### config.mk
export PLATFORM = sky130hd
export DESIGN_NAME = edge_event_button_debouncer_top
export DESIGN_NICKNAME = d
export VERILOG_FILES = /design/src/rtl/core/ebd_pkg.sv /design/src/rtl/core/ebd_front.sv /design/src/rtl/core/ebd_queue.sv /design/src/rtl/core/ebd_back.sv /design/src/rtl/core/edge_event_button_debouncer_top.sv
export SDC_FILE = /design/constraint.sdc
export NUM_CORES = 1
export LEC_CHECK = 0
export ABC_AREA = 1
export CAP_MARGIN = 40
export CORE_ASPECT_RATIO = 1.75
export CORE_MARGIN = 4
export CORE_UTILIZATION = 50
export CTS_CLUSTER_DIAMETER = 100
export DETAILED_ROUTE_END_ITERATION = 8
export DONT_BUFFER_PORTS = 1
export PLACE_DENSITY_LB_ADDON = 0.05
export SYNTH_ARGS = -nofsm -noshare
export SYNTH_HDL_FRONTEND = slang
export SYNTH_SLANG_ARGS = --single-unit
### constraint.sdc
create_clock -name aclk -period 20 [get_ports aclk]
set_clock_uncertainty 0.1 [all_clocks]
set_input_delay 2 -clock aclk [delete_from_list [all_inputs] [get_ports aclk]]
set_output_delay 2 -clock aclk [all_outputs]
set_load 0.05 [all_outputs]
### src/rtl/core/ebd_pkg.sv
// Package: shared types and constants for the edge event button debouncer.
`timescale 1ns / 1ps
package ebd_pkg;

    localparam int NUM_BUTTONS = 2;
    localparam int TIME_W      = 32;
    localparam int TICK_W      = 16;
    localparam int CFG_IDX_W   = 1;
    localparam int QUEUE_DEPTH = 2;
    localparam int QPTR_W      = (QUEUE_DEPTH > 1) ? $clog2(QUEUE_DEPTH) : 1;
    localparam int QCNT_W      = $clog2(QUEUE_DEPTH + 1);

    localparam logic [CFG_IDX_W-1:0] REG_QUIET_TIMEOUT = 1'b0;
    localparam logic [CFG_IDX_W-1:0] REG_FLASH_DURATION = 1'b1;

    localparam logic CMD_TICK = 1'b0;
    localparam logic CMD_EDGE = 1'b1;

    localparam logic [TICK_W-1:0] QUIET_TIMEOUT_RST = 16'd10;
    localparam logic [TICK_W-1:0] FLASH_DURATION_RST = 16'd200;

    typedef enum logic [3:0] {
        PH_UP      = 4'b0001,
        PH_FALLING = 4'b0010,
        PH_DOWN    = 4'b0100,
        PH_RISING  = 4'b1000
    } phase_t;

    typedef struct packed {
        logic              cmd;
        logic              button_index;
        logic              is_rising;
        logic [TIME_W-1:0] event_time;
    } in_item_t;

    typedef struct packed {
        logic              which_button;
        logic              is_release;
        logic [TIME_W-1:0] edge_time;
        logic [TICK_W-1:0] flash_ticks;
        logic              last;
    } out_item_t;

    // One quiet-timer firing: which buttons confirmed, their kind and time.
    typedef struct packed {
        logic [NUM_BUTTONS-1:0]             mask;
        logic [NUM_BUTTONS-1:0]             rel;
        logic [NUM_BUTTONS-1:0][TIME_W-1:0] times;
        logic [TICK_W-1:0]                  flash;
    } fire_rec_t;

endpackage

### src/rtl/core/ebd_front.sv
// Front end: accepts transactions, tracks button phases and the quiet timer.
`timescale 1ns / 1ps
module ebd_front (
    input  logic                            aclk,
    input  logic                            aresetn,
    input  logic                            cfg_we,
    input  logic [ebd_pkg::CFG_IDX_W-1:0]   cfg_index,
    input  logic [ebd_pkg::TICK_W-1:0]      cfg_wdata,
    input  logic                            s_valid,
    output logic                            s_ready,
    input  ebd_pkg::in_item_t               s_data,
    input  logic                            q_full,
    output logic                            push,
    output ebd_pkg::fire_rec_t              push_rec
);
    import ebd_pkg::*;

    logic [TICK_W-1:0] timeout_reg, timeout_next;
    logic [TICK_W-1:0] flash_reg, flash_next;
    logic [TICK_W-1:0] qc_reg, qc_next;
    phase_t            phase_reg [NUM_BUTTONS];
    phase_t            phase_next [NUM_BUTTONS];
    logic [TIME_W-1:0] time_reg [NUM_BUTTONS];
    logic [TIME_W-1:0] time_next [NUM_BUTTONS];

    logic              accept;
    logic [TICK_W-1:0] limit;
    logic [TICK_W-1:0] qc_inc;
    logic              fire;
    logic              hit;

    assign s_ready = !q_full;
    assign accept  = s_valid && s_ready;
    assign limit   = (timeout_reg == '0) ? TICK_W'(1) : timeout_reg;
    assign qc_inc  = (qc_reg == '1) ? qc_reg : qc_reg + 1'b1;
    assign fire    = qc_inc >= limit;

    always_comb begin
        timeout_next = timeout_reg;
        flash_next   = flash_reg;
        if (cfg_we) begin
            case (cfg_index)
                REG_QUIET_TIMEOUT:  timeout_next = cfg_wdata;
                REG_FLASH_DURATION: flash_next = cfg_wdata;
                default: ;
            endcase
        end
    end

    always_comb begin
        qc_next = qc_reg;
        push_rec.mask  = '0;
        push_rec.rel   = '0;
        push_rec.flash = flash_reg;
        hit = 1'b0;
        for (int i = 0; i < NUM_BUTTONS; i++) begin
            phase_next[i] = phase_reg[i];
            time_next[i]  = time_reg[i];
            push_rec.times[i] = time_reg[i];
        end
        if (accept && s_data.cmd == CMD_EDGE) begin
            qc_next = '0;
            for (int i = 0; i < NUM_BUTTONS; i++) begin
                hit = (32'(s_data.button_index) == i);
                if (hit) begin
                    case (phase_reg[i])
                        PH_UP: begin
                            if (!s_data.is_rising) begin
                                phase_next[i] = PH_FALLING;
                                time_next[i]  = s_data.event_time;
                            end
                        end
                        PH_FALLING: begin
                            phase_next[i] = PH_UP;
                            time_next[i]  = s_data.event_time;
                        end
                        PH_DOWN: begin
                            if (s_data.is_rising) begin
                                phase_next[i] = PH_RISING;
                                time_next[i]  = s_data.event_time;
                            end
                        end
                        PH_RISING: begin
                            phase_next[i] = PH_DOWN;
                            time_next[i]  = s_data.event_time;
                        end
                        default: ;
                    endcase
                end
            end
        end else if (accept) begin
            qc_next = fire ? '0 : qc_inc;
            if (fire) begin
                for (int i = 0; i < NUM_BUTTONS; i++) begin
                    case (phase_reg[i])
                        PH_FALLING: begin
                            push_rec.mask[i] = 1'b1;
                            phase_next[i]    = PH_DOWN;
                        end
                        PH_RISING: begin
                            push_rec.mask[i] = 1'b1;
                            push_rec.rel[i]  = 1'b1;
                            phase_next[i]    = PH_UP;
                        end
                        default: ;
                    endcase
                end
            end
        end
    end

    assign push = accept && s_data.cmd == CMD_TICK && fire && (|push_rec.mask);

    always_ff @(posedge aclk) begin
        if (!aresetn) begin
            timeout_reg <= QUIET_TIMEOUT_RST;
            flash_reg   <= FLASH_DURATION_RST;
            qc_reg      <= '0;
            for (int i = 0; i < NUM_BUTTONS; i++) begin
                phase_reg[i] <= PH_UP;
                time_reg[i]  <= '0;
            end
        end else begin
            timeout_reg <= timeout_next;
            flash_reg   <= flash_next;
            qc_reg      <= qc_next;
            for (int i = 0; i < NUM_BUTTONS; i++) begin
                phase_reg[i] <= phase_next[i];
                time_reg[i]  <= time_next[i];
            end
        end
    end

endmodule

### src/rtl/core/ebd_queue.sv
// Short FIFO of firing records between the front and back ends.
`timescale 1ns / 1ps
module ebd_queue (
    input  logic               aclk,
    input  logic               aresetn,
    input  logic               push,
    input  ebd_pkg::fire_rec_t push_rec,
    output logic               full,
    input  logic               pop,
    output logic               not_empty,
    output ebd_pkg::fire_rec_t head
);
    import ebd_pkg::*;

    fire_rec_t         slot_reg [QUEUE_DEPTH];
    logic [QPTR_W-1:0] wr_ptr_reg, wr_ptr_next;
    logic [QPTR_W-1:0] rd_ptr_reg, rd_ptr_next;
    logic [QCNT_W-1:0] count_reg, count_next;
    logic              do_push;
    logic              do_pop;

    assign full      = (count_reg == QCNT_W'(QUEUE_DEPTH));
    assign not_empty = (count_reg != '0);
    assign head      = slot_reg[rd_ptr_reg];
    assign do_push   = push && !full;
    assign do_pop    = pop && not_empty;

    always_comb begin
        wr_ptr_next = wr_ptr_reg;
        rd_ptr_next = rd_ptr_reg;
        if (do_push) begin
            wr_ptr_next = (32'(wr_ptr_reg) == QUEUE_DEPTH - 1) ? '0 : wr_ptr_reg + 1'b1;
        end
        if (do_pop) begin
            rd_ptr_next = (32'(rd_ptr_reg) == QUEUE_DEPTH - 1) ? '0 : rd_ptr_reg + 1'b1;
        end
        count_next = count_reg + QCNT_W'(do_push) - QCNT_W'(do_pop);
    end

    always_ff @(posedge aclk) begin
        if (!aresetn) begin
            wr_ptr_reg <= '0;
            rd_ptr_reg <= '0;
            count_reg  <= '0;
        end else begin
            wr_ptr_reg <= wr_ptr_next;
            rd_ptr_reg <= rd_ptr_next;
            count_reg  <= count_next;
        end
    end

    always_ff @(posedge aclk) begin
        if (do_push) begin
            slot_reg[wr_ptr_reg] <= push_rec;
        end
    end

endmodule

### src/rtl/core/ebd_back.sv
// Back end: expands firing records into one result transaction per confirmed button.
`timescale 1ns / 1ps
module ebd_back (
    input  logic                        aclk,
    input  logic                        aresetn,
    input  logic                        q_not_empty,
    input  ebd_pkg::fire_rec_t          q_head,
    output logic                        q_pop,
    output logic                        work_pending,
    output logic                        m_valid,
    input  logic                        m_ready,
    output ebd_pkg::out_item_t          m_data
);
    import ebd_pkg::*;

    fire_rec_t              work_reg, work_next;
    logic [NUM_BUTTONS-1:0] mask_reg, mask_next;
    out_item_t              out_reg, out_next;
    logic                   out_valid_reg, out_valid_next;

    logic [NUM_BUTTONS-1:0] sel;
    logic [NUM_BUTTONS-1:0] mask_rest;
    logic                   out_free;
    logic                   emit;
    logic                   sel_btn;
    logic                   sel_rel;
    logic [TIME_W-1:0]      sel_time;

    // lowest pending button first
    always_comb begin
        sel      = '0;
        sel_btn  = 1'b0;
        sel_rel  = 1'b0;
        sel_time = '0;
        for (int i = NUM_BUTTONS - 1; i >= 0; i--) begin
            if (mask_reg[i]) begin
                sel      = '0;
                sel[i]   = 1'b1;
                sel_btn  = 1'(i);
                sel_rel  = work_reg.rel[i];
                sel_time = work_reg.times[i];
            end
        end
    end

    assign out_free  = !out_valid_reg || m_ready;
    assign emit      = out_free && (|mask_reg);
    assign mask_rest = mask_reg & ~sel;
    assign q_pop     = q_not_empty && ((emit ? mask_rest : mask_reg) == '0);

    always_comb begin
        out_next       = out_reg;
        out_valid_next = out_valid_reg && !m_ready;
        mask_next      = emit ? mask_rest : mask_reg;
        work_next      = work_reg;
        if (emit) begin
            out_next.which_button = sel_btn;
            out_next.is_release   = sel_rel;
            out_next.edge_time    = sel_time;
            out_next.flash_ticks  = work_reg.flash;
            out_next.last         = (mask_rest == '0);
            out_valid_next        = 1'b1;
        end
        if (q_pop) begin
            work_next = q_head;
            mask_next = q_head.mask;
        end
    end

    always_ff @(posedge aclk) begin
        if (!aresetn) begin
            mask_reg      <= '0;
            out_valid_reg <= 1'b0;
        end else begin
            mask_reg      <= mask_next;
            out_valid_reg <= out_valid_next;
        end
        work_reg <= work_next;
        out_reg  <= out_next;
    end

    assign m_valid      = out_valid_reg;
    assign m_data       = out_reg;
    assign work_pending = |mask_reg;

endmodule

### src/rtl/core/edge_event_button_debouncer_top.sv
// Top level: edge event button debouncer, front end, record queue, back end.
// A confirming tick's record passes the queue slot, the work register and then the result register.
// Throughput: one transaction per cycle in; a firing with k confirmations
// gives k results in turn through the single result register, buffered by a 2-entry queue.
// Input ready drops only while that queue is full.
// Reset (aresetn, synchronous, active low): all buttons up, times and quiet count zero,
// timeout 10 and flash duration 200; the queue and result register are emptied.
`timescale 1ns / 1ps
module edge_event_button_debouncer_top (
    input  logic                          aclk,
    input  logic                          aresetn,
    input  logic                          cfg_we,
    input  logic [ebd_pkg::CFG_IDX_W-1:0] cfg_index,
    input  logic [ebd_pkg::TICK_W-1:0]    cfg_wdata,
    input  logic                          s_valid,
    output logic                          s_ready,
    input  ebd_pkg::in_item_t             s_data,
    output logic                          m_valid,
    input  logic                          m_ready,
    output ebd_pkg::out_item_t            m_data
);
    import ebd_pkg::*;

    logic      push;
    fire_rec_t push_rec;
    logic      q_full;
    logic      q_pop;
    logic      q_not_empty;
    fire_rec_t q_head;
    logic      work_pending;

    ebd_front u_front (
        .aclk      (aclk),
        .aresetn   (aresetn),
        .cfg_we    (cfg_we),
        .cfg_index (cfg_index),
        .cfg_wdata (cfg_wdata),
        .s_valid   (s_valid),
        .s_ready   (s_ready),
        .s_data    (s_data),
        .q_full    (q_full),
        .push      (push),
        .push_rec  (push_rec)
    );

    ebd_queue u_queue (
        .aclk      (aclk),
        .aresetn   (aresetn),
        .push      (push),
        .push_rec  (push_rec),
        .full      (q_full),
        .pop       (q_pop),
        .not_empty (q_not_empty),
        .head      (q_head)
    );

    ebd_back u_back (
        .aclk         (aclk),
        .aresetn      (aresetn),
        .q_not_empty  (q_not_empty),
        .q_head       (q_head),
        .q_pop        (q_pop),
        .work_pending (work_pending),
        .m_valid      (m_valid),
        .m_ready      (m_ready),
        .m_data       (m_data)
    );

    a_no_overflow: assert property (@(posedge aclk) disable iff (!aresetn)
        push |-> !q_full)
        else $error("record pushed into full queue");

    a_push_on_tick: assert property (@(posedge aclk) disable iff (!aresetn)
        push |-> (s_valid && s_ready && s_data.cmd == CMD_TICK))
        else $error("record pushed without an accepted tick");

    a_more_follows: assert property (@(posedge aclk) disable iff (!aresetn)
        (m_valid && !m_data.last) |-> work_pending)
        else $error("non-final result with no further confirmation pending");

    a_pop_nonempty: assert property (@(posedge aclk) disable iff (!aresetn)
        q_pop |-> q_not_empty)
        else $error("pop from empty queue");

endmodule

==> impl_metrics.tcl, run 1 <==
set metrics [dict create \
    worstPathMaxFanout 55 \
    crit_path_frequent_cell "nand2_1" \
    critPathArrivalTime_ns 4.45 \
    cts_num_sinks 429 \
    power_leakage_nw 6.42 \
    ff2ff_path_depth 22 \
    power_w 0.00208 \
    placed_cell_area_um2 16600 \
    fp.dieH_um 245 \
    die-area_um2 35300 \
    ios 110 \
    ys_ff_latch 429 \
    initial_utilization_pct 50.9 \
    relSlewSlack_pct 42.2 \
    syn-num-nets 1298 \
    port_buffers 0 \
    cp_cell_sequence "ha_1 > inv_1 > nor2_2 > nand2_1 > nor2_2 > inv_2 > nor2_1 > nor2_1 > ha_1 > nand2_1 > nand2_1 > nand2_1 > nand2_1 > nand2_1 > nand2_1 > nand2_1 > nand2_1 > o211a_1 > inv_1 > nor2_4 > buf_4 > buf_16" \
    area_growth_pct 10.8 \
    period_share_pct 21.8 \
    max_cap_viol_count 0 \
    ys_seq_area_share_pct 72.0 \
    status "finished, final reports clean" \
    critPathCaptureType "flop" \
    vias 8998 \
    postSynthCellCount 1222 \
    track_usage_pct 19.0 \
    grt_max_degree 75 \
    drc 0 \
    synth_edf_count 301 \
    crit_start "u_front.qc_reg[0]" \
    htreeDepth 2 \
    worst_pin_slew_ns 0.864 \
    hpwl_mm 20.8 \
    hold_buffers 0 \
    cts_tree "built" \
    drtIter0Drc 507 \
    cp-endpoint "u_queue.slot_reg[0][71]" \
    setup_tns_ns 0 \
    start_kind "flop" \
    crit_type "reg -> reg" \
    async_reset_ff_share_pct 0 \
    coreArea_um2 31600 \
    rows 86 \
    slowest_stage "nor2_4" \
    drtAntennaViolNets 0 \
    max_stage_delay_ns 0.51 \
    grt_pass1_vias 9249 \
    gp_congestion 0.790 \
    syn_area_per_cell_um2 13.2 \
    p_per_area_nw_per_um2 117 \
    dr.pass1.iters 5 \
    nNetsFinal 1299 \
    design_area_um2 17900 \
    fin_crit_ns 4.36 \
    path_clk_slew_ns 0.06 \
    cts_resized 0 \
    clk-insertion-delay-late_ns 0.53 \
    grt_pass1_wl_mm 51.5 \
    hold_violations 0 \
    r2r-start "u_front.qc_reg[0]" \
    wl_mm 32.6 \
    vdd_drop_max_mv 0.0720 \
    rsz0062_at_grt "no" \
    synth.distinct_cells 40 \
    grt_overflow 0 \
    required_ns 20.09 \
    synth.yosys.warnings 0 \
    reg2reg_slack_ns 15.64 \
    die_w_um 144 \
    setup_viol 0 \
    largest_register_ffs 168 \
    rr_endpoint "u_queue.slot_reg[0][71]" \
    drive_gt1_share_pct 14.9 \
    root_buffer "clkbuf_16" \
    syn_area_um2 16100 \
    hold_slack_ns 0.315 \
    antenna_found_initial 2 \
    wl_per_cell_um 19.8 \
    timing.fmax_mhz 229 \
    numCtsBuffers 39 \
    hold_class "reg -> reg" \
    drv_slew 0 \
    cts_max_path_buffers 3 \
    fin_ws_ns 15.64 \
    cts_setup_buffers 0 \
    ys.flop_type "edfxtp_1" \
    vias_per_cell 5.45 \
    place_ws_ns 15.40 \
]
logic make-up after synthesis:
kind of cell    synth area share [%]
compound gates                  6.79
xor+xnor                       0.652
fa+ha+maj                       1.48
buf+inv                         2.99
flops                           72.0
mux                             5.93
simple gates                    10.1
final cells by class:
class / instances / area [um2]
Antenna cell: 1 / 2.50
Clock buffer: 56 / 1120
Clock inverter: 15 / 133
Fill cell: 2656 / 13800
Inverter: 58 / 224
Multi-Input combinational cell: 683 / 4060
Sequential cell: 429 / 11600
Tap cell: 396 / 495
Timing Repair Buffer: 12 / 210
layer usage:
metal	track usage, %	up-vias	part of all wire, %
li1	-	4359	-
met1	20.1	4361	35
met2	36.6	203	57
met3	3.87	71	4.6
met4	6.32	4	3.1
met5	0	-	0.12
stage by stage:
| step | util (%) | instances |
|---|---|---|
| after floorplan | - | 1222 |
| after global placement | 51.9 | 1572 |
| after detailed placement | 52.5 | 1578 |
| after CTS | 56.4 | 1649 |
| after global routing | 56.4 | 1649 |
| final | 56.4 | 1650 |
critical path: cells and delay by family (launching register included):
kind,cells,cell delay (ns)
AO/OA/AOI/OAI,1,0.23
adder cells (fa/ha/maj),2,0.55
buffers and inverters,5,0.96
flip-flops,1,0.41
AND/OR/NAND/NOR,14,1.71
worst min-delay path by stage:
| stage | startpoint | endpoint | slack (ns) | cells past startpoint |
|---|---|---|---|---|
| after floorplan | u_back.work_reg[9] | u_back.m_data[10] | 0.30 | 0 |
| after detailed placement | u_back.work_reg[0] | u_back.m_data[1] | 0.30 | 0 |
| after global placement | u_back.work_reg[0] | u_back.m_data[1] | 0.30 | 0 |
| final | u_back.work_reg[0] | u_back.m_data[1] | 0.31 | 0 |
| after CTS | u_back.work_reg[2] | u_back.m_data[3] | 0.32 | 0 |
| after global routing | u_back.work_reg[0] | u_back.m_data[1] | 0.33 | 0 |
cells in the mapped netlist, drive strengths merged, types with 2 or more instances:
master  count  area share [%]
a22o       33             1.8
inv        57             1.3
dfxtp     128              16
o21ai      69             2.2
ha         19             1.5
nor4        4            0.16
mux2       84             5.9
a21oi      81             2.5
xnor2       2            0.11
nor2      138             3.5
clkbuf     27            0.65
xor2       10            0.54
buf        25            0.98
nand2     159             3.9
nand4       8            0.31
or2         4            0.16
o211ai      2           0.093
nand3      54             1.7
nand3b      4            0.19
nor3        7            0.25
edfxtp    301              56
power by group:
part	total [W]	switching, W	internal (W)
sequential	0.00113	0.0000476	0.00108
combinational	0.000226	0.000139	0.0000863
clock	0.000728	0.000309	0.000419
total	0.00208	0.000496	0.00158
layout by cell type, fill, tap and decap left out, types with 2 or more instances in the layout:
master	instances
edfxtp_1	301
nand2_1	153
nor2_1	128
dfxtp_1	126
mux2_2	84
a21oi_1	80
o21ai_0	68
nand3_1	52
inv_1	49
clkbuf_16	41
a22o_1	33
ha_1	19
clkbuf_1	11
xor2_1	10
nand4_1	8
inv_2	6
nor3_1	6
clkinv_2	6
buf_16	6
buf_4	6
nor2_2	5
clkinv_1	5
nor2_4	4
nand3b_1	4
or2_2	4
nor4_1	4
nand2_2	4
clkbuf_8	4
o211ai_1	2
inv_4	2
xnor2_1	2
nand3_2	2
nand2_4	2
bufinv_16	2
(Power assumes the default switching activity.)
==> inputs of run 2 (changes only) <==
--- a/config.mk
+++ b/config.mk
@@ -5,7 +5,7 @@
 export SDC_FILE = /design/constraint.sdc
 export NUM_CORES = 1
 export LEC_CHECK = 0
-export ABC_AREA = 1
+export ABC_AREA = 0
 export CAP_MARGIN = 40
 export CORE_ASPECT_RATIO = 1.75
 export CORE_MARGIN = 4
==> constraint.sdc (replaced) <==
create_clock -name aclk -period 3.52 [get_ports aclk]
set_clock_uncertainty 0.1 [all_clocks]
set_input_delay 0.352 -clock aclk [delete_from_list [all_inputs] [get_ports aclk]]
set_output_delay 0.352 -clock aclk [all_outputs]
set_load 0.05 [all_outputs]
==> run 2 against run 1 <==
  * Final cell count up 2.8%
  * Setup slack worse by 16 ns
  * Highest routed layer is now met4
  * Sequential power rose to 6.4 times the previous value
  * First-iteration DRC count down 18%
  * Synthesized area up 0.80%
  * Core utilization up 4.4 points
  * Via count up 2.4%
  * Clock-buffer cell count down 13
  * Largest cell class unchanged
==> impl_metrics.tcl, run 2 <==
set metrics [dict create \
    status "finished, final reports clean" \
    rsz0062_at_grt "yes" \
    met2_length_mm 19.2 \
    rows 87 \
    grt_overflow 0 \
    synth.most_common_cell "edfxtp_1" \
    power_w 0.0133 \
    p_per_area_nw_per_um2 681 \
    ff2ff_path_depth 13 \
    drtAntennaViolNets 0 \
    async_reset_ff_share_pct 0 \
    clk-insertion-delay-late_ns 0.54 \
    cts_max_path_buffers 3 \
    final_cells 1697 \
    vias 9212 \
    setup_viol 0 \
    worst_pin_slew_ns 0.714 \
    drc 0 \
    synth.yosys.warnings 0 \
    fin_crit_ns 3.42 \
    synth.distinct_cells 60 \
    dr.pass1.iters 4 \
    power_leakage_nw 6.82 \
    hold_violations 0 \
    start_kind "flop" \
    holdPathEnd "u_front.timeout_reg[2]" \
    drv_slew 0 \
    m1WireLength_mm 12.1 \
    setup_tns_ns 0 \
    synthTopCellsByArea "edfxtp_1 56%, dfxtp_1 16%, mux2_2 5.9%, nand2_1 3.8%, a21oi_1 2.4%" \
    place_inst 1564 \
    synth_edf_count 301 \
    coreArea_um2 32100 \
    crit_type "reg -> reg" \
    grt_max_degree 85 \
    root_buffer "clkbuf_16" \
    worstPathMaxFanout 10 \
    synth_top_area_cell "edfxtp_1" \
    die-area_um2 35500 \
    relSlewSlack_pct 52.2 \
    period_share_pct 97.2 \
    antenna_found_initial 1 \
    yosys-top-cells-count "301 x edfxtp_1, 163 x nand2_1, 128 x dfxtp_1" \
    fp.dieH_um 246 \
    track_usage_pct 19.1 \
    syn_area_per_cell_um2 14.0 \
    final_cell_mix "301 x edfxtp_1, 162 x nand2_1, 115 x dfxtp_1, 84 x mux2_2, 76 x a21oi_1" \
    die_w_um 144 \
    critPathArrivalTime_ns 3.56 \
    vdd_drop_max_mv 0.418 \
    ys_ff_latch 429 \
    top_layer "met4" \
    critPathCaptureType "flop" \
    ys.flop_type "edfxtp_1" \
    hp-start "cfg_we" \
    initial_utilization_pct 50.6 \
    path_clk_slew_ns 0.07 \
    drtIter0Drc 414 \
    gp_congestion 0.897 \
    numCtsBuffers 38 \
    synth_top_area_share_pct 55.7 \
    cts_tree "built" \
    min_path_cells 3 \
    syn_area_um2 16200 \
    drive_gt1_share_pct 21.5 \
    largest_register_ffs 168 \
    hold_class "in -> reg" \
    postSynthCellCount 1159 \
    timing.fmax_mhz 292 \
    nNetsFinal 1345 \
    wl_mm 33.8 \
    htreeDepth 2 \
    r2r-start "u_front.qc_reg[4]" \
    max_cap_viol_count 0 \
    rr_endpoint "u_queue.slot_reg[0][75]" \
    ys_seq_area_share_pct 71.4 \
    grt_pass1_vias 9501 \
    grt_pass1_wl_mm 52.4 \
    reg2reg_slack_ns 0.1 \
    hold_slack_ns 0.0684 \
    port_buffers 0 \
    cts_num_sinks 429 \
    hpwl_mm 21.5 \
    syn-num-nets 1235 \
    utilization_pct 60.8 \
    met3_length_mm 1.12 \
    final_common_cell "edfxtp_1" \
    required_ns 3.65 \
    ios 110 \
    wl_per_cell_um 19.9 \
    area_growth_pct 20.2 \
    vias_per_cell 5.43 \
]
## run 2: changes by cell type after synthesis, moves of 17 or more
| cell | before | now |
|---|---|---|
| nor2_1 | 130 | 63 |
| inv_1 | 52 | 26 |
| mux2i_1 | 1 | 34 |
| clkbuf_1 | 24 | 41 |
| nand3_1 | 52 | 21 |
| o21ai_0 | 68 | 11 |
## run 2: worst max-delay path by stage
stage                  startpoint                      end  slack [ns]
5_1_grt        u_front.qc_reg[10]     u_queue.count_reg[1]       -0.11
2_1_floorplan   u_front.qc_reg[4]   u_queue.slot_reg[0][0]       -1.70
3_3_place_gp    u_front.qc_reg[0]     u_queue.count_reg[1]        0.04
6_report        u_front.qc_reg[4]  u_queue.slot_reg[0][75]         0.1
3_5_place_dp    u_front.qc_reg[0]  u_queue.slot_reg[0][54]       -0.02
4_1_cts         u_front.qc_reg[0]  u_queue.slot_reg[0][22]        0.02
## run 2: area by class of cell
cell class	instances	area [um2]
Fill cell	2503	12600
Sequential cell	429	11600
Multi-Input combinational cell	644	4510
Timing Repair Buffer	130	1380
Clock buffer	43	990
Tap cell	400	500
Clock inverter	24	418
Inverter	26	98.8
Antenna cell	1	2.50
## run 2: cell families after synthesis
kind of cell    share of synthesized area [%]
fa+ha+maj                                1.53
compound gates                           7.07
buf+inv                                  2.25
simple gates                             8.70
flops                                    71.4
mux                                      7.99
xor+xnor                                 1.02
## run 2: where the power goes
group / leakage, nW / total, W / switching, W / internal [W]
Clock: 0.688 / 0.00467 / 0.00182 / 0.00285
Combinational: 2.24 / 0.00139 / 0.000831 / 0.000562
Sequential: 3.89 / 0.00724 / 0.000889 / 0.00635
## run 2: metrics by stage
stage / setup WS, ns / cell area (um2)
finish: 0.0972 / 19500
global route: -0.106 / 19500
CTS: 0.0195 / 19200
detailed placement: -0.0243 / 17300
global placement: 0.0448 / 17200
floorplan: -1.70 / 16300
## run 2: what timing repair did
action / in CTS / in global routing
hold buffers: 52 / 0
endpoints found under the hold margin: 104 / 0
setup buffers: 0 / 8
pin swaps: 0 / 23
setup endpoints to repair: 44 / 175
gates resized for setup: 1 / 34
cloned: 0 / 5
## run 2: worst max-delay path: stages, from the launching register on
cell and delay, ns:
dfxtp_2 0.36, nand4_4 0.18, or3_4 0.43, buf_6 0.13, nor3_4 0.12, xor2_1 0.10, ha_1 0.30, nand4_1 0.18
nor4_4 0.36, o31ai_4 0.16, and3_4 0.19, nor3_4 0.14, buf_12 0.18, buf_4 0.19
## run 2: routing by layer
| layer | track usage [%] | vias to the layer above |
|---|---|---|
| met3 | 3.15 | 76 |
| li1 | - | 4480 |
| met4 | 7.50 | 0 |
| met1 | 20.3 | 4477 |
| met5 | 0 | - |
| met2 | 36.7 | 179 |
==> inputs of run 3 (changes only) <==
--- a/config.mk
+++ b/config.mk
@@ -5,7 +5,7 @@
 export SDC_FILE = /design/constraint.sdc
 export NUM_CORES = 1
 export LEC_CHECK = 0
-export ABC_AREA = 0
+export ABC_AREA = 1
 export CAP_MARGIN = 40
 export CORE_ASPECT_RATIO = 1.75
 export CORE_MARGIN = 4
==> run 3 against run 2 <==
  * Core utilization shrank 2.2 points
  * Sequential power shrank 11%
  * Setup slack better by 0.20 ns
  * Critical path depth increased by 9
  * Wire length decreased by 0.64%
  * Largest cell class unchanged
==> impl_metrics.tcl, run 3 (synthesis results as in run 1) <==
set metrics [dict create \
    crit_type "reg -> reg" \
    rows 86 \
    coreArea_um2 31600 \
    fp.dieH_um 245 \
    rsz0062_at_grt "no" \
    drv_slew 0 \
    drtAntennaViolNets 0 \
    vias 9231 \
    crit_start "u_front.qc_reg[1]" \
    power_leakage_nw 6.66 \
    grt_pass1_vias 9551 \
    worst_pin_slew_ns 0.856 \
    r2r-start "u_front.qc_reg[1]" \
    grt_max_degree 74 \
    hold_class "in -> reg" \
    die-area_um2 35300 \
    crit_path_frequent_cell "nand2_1" \
    area_growth_pct 15.1 \
    start_kind "flop" \
    final_cell_mix "301 x edfxtp_1, 148 x nand2_1, 127 x nor2_1, 119 x dfxtp_1, 84 x mux2_2" \
    numCtsBuffers 37 \
    worstPathMaxFanout 15 \
    ff2ff_path_depth 22 \
    wl_per_cell_um 19.6 \
    vias_per_cell 5.39 \
    port_buffers 0 \
    status "finished, final reports clean" \
    placed_cell_area_um2 16800 \
    power_w 0.0118 \
    cts_tree "built" \
    cts_num_sinks 429 \
    drive_gt1_share_pct 16.7 \
    cts_max_path_buffers 3 \
    cp_top_family "simple AND/OR/NAND/NOR gates" \
    critPathArrivalTime_ns 3.36 \
    dr.pass1.iters 5 \
    relSlewSlack_pct 42.8 \
    worst-path-buf-inv 5 \
    max_stage_delay_ns 0.39 \
    timing.fmax_mhz 310 \
    nNetsFinal 1365 \
    largest_register_ffs 168 \
    root_buffer "clkbuf_16" \
    grt_pass1_wl_mm 52.4 \
    min_path_cells 3 \
    grt_overflow 0 \
    htreeDepth 2 \
    drtIter0Drc 439 \
    fin_crit_ns 3.22 \
    hpwl_mm 21.1 \
    ios 110 \
    critPathCaptureType "flop" \
    clk-insertion-delay-late_ns 0.52 \
    track_usage_pct 19.4 \
    final_common_cell "edfxtp_1" \
    setup_viol 0 \
    gp_congestion 0.848 \
    period_share_pct 91.6 \
    cp-endpoint "u_queue.slot_reg[0][41]" \
    drc 0 \
    antenna_found_initial 1 \
    worstSetupPathDepth 22 \
    reg2reg_slack_ns 0.30 \
    path_clk_slew_ns 0.07 \
    required_ns 3.66 \
    p_per_area_nw_per_um2 634 \
    vdd_drop_max_mv 0.471 \
    cp_cell_sequence "ha_4 > inv_4 > nor2_4 > nand2_2 > nor2_4 > inv_4 > nor2_1 > nor2_1 > ha_1 > nand2_1 > nand2_1 > nand2_1 > nand2_1 > nand2_1 > nand2_1 > nand2_1 > nand2_2 > o211a_1 > inv_2 > nor2_4 > buf_12 > buf_4" \
    hp-start "s_data[34]" \
    slowest_stage "dfxtp_2" \
    design_area_um2 18500 \
    initial_utilization_pct 50.9 \
    max_cap_viol_count 0 \
    rr_endpoint "u_queue.slot_reg[0][41]" \
    hold_violations 0 \
    wl_mm 33.6 \
    die_w_um 144 \
]
==> run 3: worst reg2reg max path, cell delays in order (launching register included) <==
cell,delay (ns)
dfxtp_2,0.39
ha_4,0.18
inv_4,0.04
nor2_4,0.10
nand2_2,0.09
nor2_4,0.17
inv_4,0.11
nor2_1,0.10
nor2_1,0.06
ha_1,0.30
nand2_1,0.05
nand2_1,0.05
nand2_1,0.05
nand2_1,0.05
nand2_1,0.04
nand2_1,0.07
nand2_1,0.08
nand2_2,0.14
o211a_1,0.22
inv_2,0.06
nor2_4,0.12
buf_12,0.18
buf_4,0.19
==> run 3: cell type report <==
cell class / count / area (um2)
tap: 396 / 495
clock inverter: 13 / 133
clock buffer: 54 / 1060
fill: 2588 / 13100
sequential: 429 / 11600
inverter: 58 / 230
timing repair buffer: 80 / 856
antenna: 1 / 2.50
multi-input combinational: 683 / 4150
==> run 3: timing repair <==
action	4_1_cts	5_1_grt
gates resized for setup	0	6
endpoints found under the setup margin	0	92
hold endpoints to repair	107	0
hold buffers	53	0
setup buffers	0	1
==> run 3: how the worst min path moves through the flow <==
stage | slack (ns) | to
3_5_place_dp | 0.31 | u_back.m_data[12]
5_1_grt | 0.02 | u_front.timeout_reg[14]
2_1_floorplan | 0.30 | u_back.m_data[10]
3_3_place_gp | 0.30 | u_back.m_data[8]
4_1_cts | 0.02 | u_front.phase_reg[0][4]
6_report | 0.04 | u_front.phase_reg[0][4]
==> run 3: where the power goes <==
part / internal (W) / total [W] / switching [W]
sequential: 0.00614 / 0.00643 / 0.000293
clock: 0.00226 / 0.00400 / 0.00174
combinational: 0.000509 / 0.00132 / 0.000813
==> run 3: through the flow <==
step | worst slack (ns) | TNS [ns] | std cells | hold WS (ns) | utilization, %
3_3_place_gp | 0.207 | 0 | 1591 | 0.302 | 53.0
4_1_cts | 0.194 | 0 | 1711 | 0.0191 | 58.5
2_1_floorplan | -0.273 | -55.31 | 1222 | 0.300 | -
5_1_grt | 0.000432 | 0 | 1714 | 0.0203 | 58.6
3_5_place_dp | 0.195 | 0 | 1591 | 0.305 | 53.0
6_report | 0.297 | 0 | 1714 | 0.0379 | 58.6
==> run 3: per-layer routing <==
metal | global-route usage, % | wire length (um) | vias to the layer above
li1 | - | - | 4496
met4 | 7.98 | 1320 | 0
met3 | 3.21 | 1080 | 78
met2 | 37.5 | 19100 | 196
met5 | 0 | 0 | -
met1 | 20.2 | 12100 | 4461
